`src/rtl/trle_pkg.sv`:
```
// Package for the threshold run-length encoder: result type, output queue
// sizing, register indexes and register reset values. No dependencies.
package trle_pkg;

    localparam int FIFO_DEPTH = 4;
    localparam int FIFO_AW    = $clog2(FIFO_DEPTH);
    localparam int FIFO_CW    = $clog2(FIFO_DEPTH + 1);

    localparam logic [1:0] REG_THRESHOLD    = 2'd0;
    localparam logic [1:0] REG_BLOCK_LENGTH = 2'd1;
    localparam logic [1:0] REG_IMAGE_WIDTH  = 2'd2;

    localparam logic [8:0]  THRESHOLD_RST    = 9'd8;
    localparam logic [7:0]  BLOCK_LENGTH_RST = 8'd16;
    localparam logic [15:0] IMAGE_WIDTH_RST  = 16'd640;

    typedef struct packed {
        logic [7:0] run_value;
        logic [7:0] run_length;
        logic       block_end;
        logic       last;
    } t_result;

    // up to two results are pushed per accepted item, first slot first
    typedef struct packed {
        logic    valid0;
        logic    valid1;
        t_result res0;
        t_result res1;
    } t_push;

endpackage

```
`src/rtl/trle_out_fifo.sv`:
```
// Output queue of the threshold run-length encoder: takes up to two results
// a cycle, hands out one. Depends on trle_pkg.
module trle_out_fifo (
    input  logic             i_clk,
    input  logic             i_rst_n,
    input  trle_pkg::t_push  i_push,
    output logic             o_room2,   // space for two more results
    output logic             o_valid,
    input  logic             i_ready,
    output trle_pkg::t_result o_res
);
    import trle_pkg::*;

    t_result             r_mem [FIFO_DEPTH];
    logic [FIFO_AW-1:0]  r_wp;
    logic [FIFO_AW-1:0]  r_rp;
    logic [FIFO_CW-1:0]  r_count;
    logic [FIFO_AW-1:0]  wp_next;
    logic                pop;
    logic [FIFO_CW-1:0]  push_n;

    assign wp_next = FIFO_AW'(r_wp + 1'b1);
    assign pop     = o_valid && i_ready;
    assign push_n  = FIFO_CW'(i_push.valid0) + FIFO_CW'(i_push.valid1);
    assign o_valid = (r_count != '0);
    assign o_res   = r_mem[r_rp];
    assign o_room2 = (r_count <= FIFO_CW'(FIFO_DEPTH - 2));

    always_ff @(posedge i_clk) begin
        if (i_push.valid0) begin
            r_mem[r_wp] <= i_push.res0;
        end
        if (i_push.valid1) begin
            r_mem[wp_next] <= i_push.res1;
        end
    end

    always_ff @(posedge i_clk) begin
        if (!i_rst_n) begin
            r_wp    <= '0;
            r_rp    <= '0;
            r_count <= '0;
        end else begin
            r_wp    <= FIFO_AW'(r_wp + push_n[FIFO_AW-1:0]);
            r_rp    <= FIFO_AW'(r_rp + pop);
            r_count <= FIFO_CW'(r_count + push_n - FIFO_CW'(pop));
        end
    end

endmodule

```
`src/rtl/threshold_run_length_encoder.sv`:
```
// Threshold run-length encoder: one 8-bit pixel per item in, (value, length)
// runs out. Each result is written into the output queue when its pixel is
// taken. Throughput: one pixel per cycle while input is ready; a pixel that
// yields two results fills two slots of a 4-entry output queue (input ready
// while two slots are free). Sync active-low reset clears run state, counters,
// queue and sets threshold 8, block length 16, image width 640.
module threshold_run_length_encoder (
    input  logic        i_clk,
    input  logic        i_rst_n,
    // config write port
    input  logic        i_cfg_we,
    input  logic [1:0]  i_cfg_index,
    input  logic [15:0] i_cfg_wdata,
    // pixel input
    input  logic        i_s_tvalid,
    output logic        o_s_tready,
    input  logic [7:0]  i_s_tdata,    // [7:0] pixel_value
    // run output
    output logic        o_m_tvalid,
    input  logic        i_m_tready,
    output logic [15:0] o_m_tdata,    // [7:0] run_value, [15:8] run_length
    output logic        o_m_tuser,    // [0] block_end
    output logic        o_m_tlast     // last result of the pixel
);
    import trle_pkg::*;

    // configuration
    logic [8:0]  r_threshold;
    logic [7:0]  r_block_length;
    logic [15:0] r_image_width;

    // run / position state
    logic [7:0]  r_run_start;
    logic [7:0]  r_run_count;
    logic        r_run_open;
    logic [7:0]  r_pos;
    logic [15:0] r_col;

    logic        s_accept;
    logic [7:0]  pix;
    logic [7:0]  diff;
    logic        joins;
    logic        broken;
    logic [7:0]  n_run_start;
    logic [7:0]  n_run_count;
    logic [7:0]  pos_inc;
    logic [15:0] col_inc;
    logic [7:0]  bl_eff;
    logic [15:0] iw_eff;
    logic        row_end;
    logic        blk_end;
    logic        close;
    t_push       push;
    t_result     res_old;
    t_result     res_close;
    t_result     out_res;
    logic        room2;

    assign s_accept   = i_s_tvalid && o_s_tready;
    assign o_s_tready = room2;
    assign pix        = i_s_tdata;

    always_ff @(posedge i_clk) begin
        if (!i_rst_n) begin
            r_threshold    <= THRESHOLD_RST;
            r_block_length <= BLOCK_LENGTH_RST;
            r_image_width  <= IMAGE_WIDTH_RST;
        end else if (i_cfg_we) begin
            unique case (i_cfg_index)
                REG_THRESHOLD:    r_threshold    <= i_cfg_wdata[8:0];
                REG_BLOCK_LENGTH: r_block_length <= i_cfg_wdata[7:0];
                REG_IMAGE_WIDTH:  r_image_width  <= i_cfg_wdata;
                default: ;  // unmapped index, dropped
            endcase
        end
    end

    // pixel vs. run start: join while |p - start| < threshold
    assign diff   = (pix >= r_run_start) ? 8'(pix - r_run_start)
                                         : 8'(r_run_start - pix);
    assign joins  = r_run_open && ({1'b0, diff} < r_threshold);
    assign broken = r_run_open && !joins;

    assign n_run_start = joins ? r_run_start : pix;
    assign n_run_count = joins ? 8'(r_run_count + 8'd1) : 8'd1;

    // zero limits behave as one; a lowered limit closes at once (>=)
    assign bl_eff  = (r_block_length == '0) ? 8'd1 : r_block_length;
    assign iw_eff  = (r_image_width == '0) ? 16'd1 : r_image_width;
    assign pos_inc = 8'(r_pos + 8'd1);
    assign col_inc = 16'(r_col + 16'd1);
    assign row_end = (col_inc >= iw_eff) || (col_inc == '0);
    assign blk_end = (pos_inc >= bl_eff) || (pos_inc == '0);
    assign close   = row_end || blk_end;

    always_ff @(posedge i_clk) begin
        if (!i_rst_n) begin
            r_run_start <= '0;
            r_run_count <= '0;
            r_run_open  <= 1'b0;
            r_pos       <= '0;
            r_col       <= '0;
        end else if (s_accept) begin
            r_run_start <= n_run_start;
            r_run_count <= close ? 8'd0 : n_run_count;
            r_run_open  <= !close;
            r_pos       <= close ? 8'd0 : pos_inc;
            r_col       <= row_end ? 16'd0 : col_inc;
        end
    end

    // broken run goes first; the block/row close result follows it
    always_comb begin
        res_old.run_value    = r_run_start;
        res_old.run_length   = r_run_count;
        res_old.block_end    = 1'b0;
        res_old.last         = !close;
        res_close.run_value  = n_run_start;
        res_close.run_length = n_run_count;
        res_close.block_end  = 1'b1;
        res_close.last       = 1'b1;
        push.valid0 = s_accept && (broken || close);
        push.valid1 = s_accept && broken && close;
        push.res0   = broken ? res_old : res_close;
        push.res1   = res_close;
    end

    trle_out_fifo u_out_fifo (
        .i_clk   (i_clk),
        .i_rst_n (i_rst_n),
        .i_push  (push),
        .o_room2 (room2),
        .o_valid (o_m_tvalid),
        .i_ready (i_m_tready),
        .o_res   (out_res)
    );

    assign o_m_tdata = {out_res.run_length, out_res.run_value};
    assign o_m_tuser = out_res.block_end;
    assign o_m_tlast = out_res.last;

`ifndef SYNTHESIS
    // a run is open exactly when the block has started
    a_open_pos: assert property (@(posedge i_clk) disable iff (!i_rst_n)
        r_run_open == (r_pos != 8'd0))
        else $error("run open flag out of step with block position");

    // emitted runs are never empty
    a_len_nz: assert property (@(posedge i_clk) disable iff (!i_rst_n)
        o_m_tvalid |-> (o_m_tdata[15:8] != 8'd0))
        else $error("zero-length run on output");

    // a two-result pixel leaves something to send next cycle
    a_two_out: assert property (@(posedge i_clk) disable iff (!i_rst_n)
        push.valid1 |=> o_m_tvalid)
        else $error("two results pushed but output empty");

    // no run is counted while none is open
    a_closed_cnt: assert property (@(posedge i_clk) disable iff (!i_rst_n)
        !r_run_open |-> (r_run_count == 8'd0))
        else $error("run count held with no open run");
`endif

endmodule

```
`config.mk`:
```
export PLATFORM = sky130hd
export DESIGN_NAME = threshold_run_length_encoder
export DESIGN_NICKNAME = d
export VERILOG_FILES = /design/src/rtl/trle_pkg.sv /design/src/rtl/trle_out_fifo.sv /design/src/rtl/threshold_run_length_encoder.sv
export SDC_FILE = /design/constraint.sdc
export NUM_CORES = 1
export LEC_CHECK = 0
export BUFFER_PORTS_ARGS = -buffer_cell sky130_fd_sc_hd__buf_4
export CAP_MARGIN = 20
export CORE_MARGIN = 5
export CORE_UTILIZATION = 50
export DETAILED_ROUTE_END_ITERATION = 10
export HOLD_SLACK_MARGIN = 0.06
export PLACE_DENSITY_LB_ADDON = 0.1
export SLEW_MARGIN = 15
export SYNTH_ARGS = -nofsm -noshare
export SYNTH_HDL_FRONTEND = slang
export SYNTH_SLANG_ARGS = --single-unit
```
`constraint.sdc`:
```
create_clock -name i_clk -period 14.04 [get_ports i_clk]
set_input_delay 4.212 -clock i_clk [delete_from_list [all_inputs] [get_ports i_clk]]
set_output_delay 4.212 -clock i_clk [all_outputs]
set_load 0.02 [all_outputs]
```
==> run summary <==
## Routing
- 22200 µm — sum of routed wire length over all layers
- 596 — initial drt markers
- 7502 — total number of vias
- 5.91 — average vias per placed instance
- 0 — number of nets still failing antenna checks after routing
- 17.5 µm — mean routed wirelength per cell
- 0 — detailed-route DRC error count
- 6 — number of detailed-routing iterations run before antenna repair

## Yosys
- 0 — share of synthesized flip-flops with an asynchronous set or reset
- sky130_fd_sc_hd__dfxtp_1 — Synth Flop Type
- 0.0630 — fraction of synthesized area in multiplexers
- 9.07 µm² — average size of a mapped cell
- 0.181 — synthesized-area fraction occupied by ao, oa, aoi and oai cells
- 1014 — Post-Syn Instances
- 0.187 — fraction of the mapped netlist area in simple logic gates
- 0.403 — sequential cell area fraction in the yosys report
- 68 — Yosys cell types
- 0.0827 — adder and majority gate portion of the synthesized area
- simple AND/OR/NAND/NOR gates — dominant combinational cell family by area after synthesis
- 0.0286 — parity-gate share of the synthesized area counting xor and xnor cells
- 0 — yosys warns
- 153 — synthesis-stage register bit count
- 64 — number of enable flip-flop cells after synthesis
- 9200 µm² — cell area after synthesis
- 1104 — synthesized netlist net count

## Min path
- register to register — HP Class

## Floorplan
- 21200 µm² — die area
- 18000 µm² — placeable core area
- 146 µm — die height
- 0.510 — initial cell density of the core
- 51 — IO Count
- 146 µm — die boundary width
- 49 — num rows

## Setup path
- simple AND/OR/NAND/NOR gates — cell family contributing the most delay on the critical path
- primary input — element type at the critical path start
- 0.74 ns — stage delay of the slowest cell on the critical path
- register — kind of capture point of the worst setup path
- 14.09 ns — critical path data required time
- buf_4, inv_1, ha_1, inv_1, fa_1, a21o_1, a21oi_1, a31oi_1, a211o_1, mux2_2, nand3b_1, o211ai_1, xor2_1, ha_1, and4_1, o221ai_1, a311oi_2, buf_4, nand2_1, nor2_1, o21ai_0, nand2_1 — critical path cell sequence
- 4 — number of buffers and inverters on the critical path
- sky130_fd_sc_hd__nor2_1 — slowest CP cell
- 9.67 ns — arrival time of data at the critical path endpoint
- 19 — maximum fanout along the worst path
- primary input to register — worst setup path class

## Timing
- 0 — number of failing setup endpoints in the final timing report
- 0 — Max Transition Viols Final
- 104 MHz — highest clock rate
- 0.305 — Max transition margin
- 0 ns — total negative slack
- 0.685 — final clock period utilization by the worst path
- 0 — final hold violation count
- 1.03 ns — transition time at the pin with the least slew margin
- 0.0171 ns — Final Skew
- false — setup repair after global routing missed its margin
- 4.42 ns — worst path setup slack after routing
- 9.62 ns — time the final worst path needs with I/O delays and setup

## Placement
- 0.850 — Placer Congestion
- 3.96 ns — pre-CTS setup slack
- 50 — input/output buffers
- 15400 µm — post-DP HPWL

## Cells and area
- 11.1% — synthesis-to-layout area growth
- 1619 — Filler Cells Inserted
- 0.124 — ratio of cells with drive above 1 in the final layout
- 5000 µm² — total area of multi-input combinational cells
- 3700 µm² — Sequential cell area
- 0 — diodes inserted
- 1118 — layout net count

## Power
- 0.0000927 V — worst vdd ir
- 137 nW/µm² — power per standard cell area
- 1.40 mW — Power Total
- 3.80 nW — Lkg Pwr

## Outcome
- complete, no violations — result of the run

## GRT
- 37000 µm — wire length of the first global-routing pass
- 0 — initial antenna violation count
- 7145 — via count of the first global-routing pass
- 0.210 — total routing usage reported by global routing
- 0 — total overflow reported by the global router
- 71 — pin count of the biggest net entering global routing

## Clock tree
- 0 — buffer count from post-CTS setup fixing
- 0.06 ns — Worst-path clk slew
- 153 — number of sinks handled by clock tree synthesis
- 0 — number of buffers inserted for hold repair after clock tree synthesis
- 2 — buffer levels on the longest clock path
- 17 — number of buffers created by CTS
- 4 — CTS H-tree lvls
- sky130_fd_sc_hd__clkbuf_16 — cell at the root of the clock tree
- 0 — count of instances resized after the clock tree is built
- yes — clock tree from TritonCTS
- 0.44 ns — clock network latency to the later pin of the worst-skew pair

## Run
- 0 — max-cap violations

[final cells by class]
| class | count | area share |
|---|---|---|
| Tap cell | 229 | 0.0280 |
| Clock buffer | 19 | 0.0423 |
| Sequential cell | 153 | 0.362 |
| Multi-Input combinational cell | 738 | 0.489 |
| Clock inverter | 13 | 0.0139 |
| Timing Repair Buffer | 59 | 0.0433 |
| Inverter | 59 | 0.0217 |
[per-stage QoR]
step           cells  hold slack (ns)  area, µm²   util
2_1_floorplan   1014            0.422       9200      -
3_3_place_gp    1238            0.447       9650  0.535
3_5_place_dp    1238            0.439       9650  0.535
4_1_cts         1270            0.447      10200  0.567
5_1_grt         1270            0.469      10200  0.567
6_report        1270            0.453      10200  0.567
[worst min-delay path, delay by kind of cell, from the launching register on]
kind	cells	cell delay (ns)
buffers and inverters	1	0.05
AOI/OAI and AO/OA	1	0.05
DFF	1	0.31
[registers in the layout (all words and copies together) (netlist names), 8 cells and up]
| name | cells |
|---|---|
| r_threshold | 9 |
| r_run_start | 8 |
| r_block_length | 8 |
| r_run_count | 8 |
| r_col | 16 |
| r_pos | 8 |
| u_out_fifo.r_mem | 72 |
| r_image_width | 16 |
[metal layers]
metal / GRT usage / wire (µm)
met1: 0.284 / 10200
met2: 0.346 / 10700
met3: 0.0380 / 925
met4: 0.0639 / 356
met5: 0 / 0
[placed cells by master (no fill, tap or decap), types with 5 or more instances in the layout]
| cell type | Yosys | routed |
|---|---|---|
| sky130_fd_sc_hd__and3_1 | 5 | 5 |
| sky130_fd_sc_hd__buf_4 | 9 | 59 |
| sky130_fd_sc_hd__dfxtp_1 | 89 | 89 |
| sky130_fd_sc_hd__mux2i_1 | 14 | 14 |
| sky130_fd_sc_hd__a21oi_1 | 94 | 94 |
| sky130_fd_sc_hd__nor2_1 | 104 | 104 |
| sky130_fd_sc_hd__o211ai_1 | 16 | 16 |
| sky130_fd_sc_hd__edfxtp_1 | 64 | 64 |
| sky130_fd_sc_hd__nor3_1 | 15 | 15 |
| sky130_fd_sc_hd__a211oi_1 | 6 | 6 |
| sky130_fd_sc_hd__or3_1 | 11 | 11 |
| sky130_fd_sc_hd__nor2b_1 | 12 | 12 |
| sky130_fd_sc_hd__clkbuf_16 | 0 | 17 |
| sky130_fd_sc_hd__mux4_2 | 18 | 18 |
| sky130_fd_sc_hd__nor4_1 | 9 | 9 |
| sky130_fd_sc_hd__ha_1 | 56 | 56 |
| sky130_fd_sc_hd__o21ai_0 | 29 | 28 |
| sky130_fd_sc_hd__nand3_1 | 26 | 26 |
| sky130_fd_sc_hd__o22ai_1 | 10 | 10 |
| sky130_fd_sc_hd__xor2_1 | 11 | 11 |
| sky130_fd_sc_hd__a21o_1 | 13 | 13 |
| sky130_fd_sc_hd__a22oi_1 | 27 | 27 |
| sky130_fd_sc_hd__a211o_1 | 6 | 6 |
| sky130_fd_sc_hd__nand4_1 | 16 | 16 |
| sky130_fd_sc_hd__and2_1 | 17 | 17 |
| sky130_fd_sc_hd__xnor2_1 | 19 | 19 |
| sky130_fd_sc_hd__a31oi_1 | 5 | 5 |
| sky130_fd_sc_hd__or2_2 | 5 | 5 |
| sky130_fd_sc_hd__inv_1 | 58 | 57 |
| sky130_fd_sc_hd__a221o_1 | 9 | 9 |
| sky130_fd_sc_hd__nand2_1 | 116 | 116 |
[cell usage after synthesis, drive strengths merged (3+ instances only)]
cell type  number  share of area
inv            58          0.024
buf            25          0.015
a2111oi         4         0.0045
or3            12         0.0087
mux2            3         0.0037
and4            4         0.0038
a221oi          5         0.0061
o211ai         16          0.013
nand4          17          0.012
edfxtp         64           0.21
a21o           13          0.011
nor3           15         0.0082
nor4            9         0.0061
a21oi          94          0.051
nor2          104          0.042
dfxtp          89           0.19
nor2b          12         0.0082
clkbuf         39          0.016
o21ai          31          0.017
ha             56          0.076
and2           17          0.012
a31oi           5         0.0034
a22oi          27          0.022
nand3          26          0.014
mux2i          14          0.015
fa              3         0.0065
a211oi          8         0.0084
a221o           9         0.0098
and3            5         0.0034
xor2           11          0.010
a31o            4         0.0038
mux4           18          0.044
nand3b          4         0.0033
or4             4         0.0033
xnor2          19          0.018
o2111a          3         0.0037
o22ai          10         0.0068
or2             6         0.0041
nor3b           4         0.0033
a211o           6         0.0057
nand2         117          0.048
[power breakdown]
group          switching [mW]  internal (mW)
Clock                   0.191          0.264
Combinational           0.244          0.177
Sequential             0.0323          0.495
Total                   0.467          0.935
[logic make-up (layout without fill, tap and decap cells)]
family | Yosys count | after routing
and+or+nand+nor | 363 | 363
AOI/OAI and AO/OA | 251 | 251
DFF | 153 | 153
buffers and inverters | 123 | 150
adders and majority gates | 59 | 59
muxes | 35 | 35
xor gates and xnor gates | 30 | 30
[final timing paths]
check                               from                      end  slack (ns)  cells past startpoint
hold / removal    u_out_fifo.r_mem[1][1]   u_out_fifo.r_mem[1][1]        0.45                      2
setup / recovery            i_s_tdata[0]  u_out_fifo.r_mem[2][17]        4.42                     22
hold reg to reg   u_out_fifo.r_mem[1][1]   u_out_fifo.r_mem[1][1]        0.45                      2
setup reg to reg          r_run_start[1]  u_out_fifo.r_mem[2][17]        7.99                     19
Note: power is estimated with default switching activity, not from simulation.
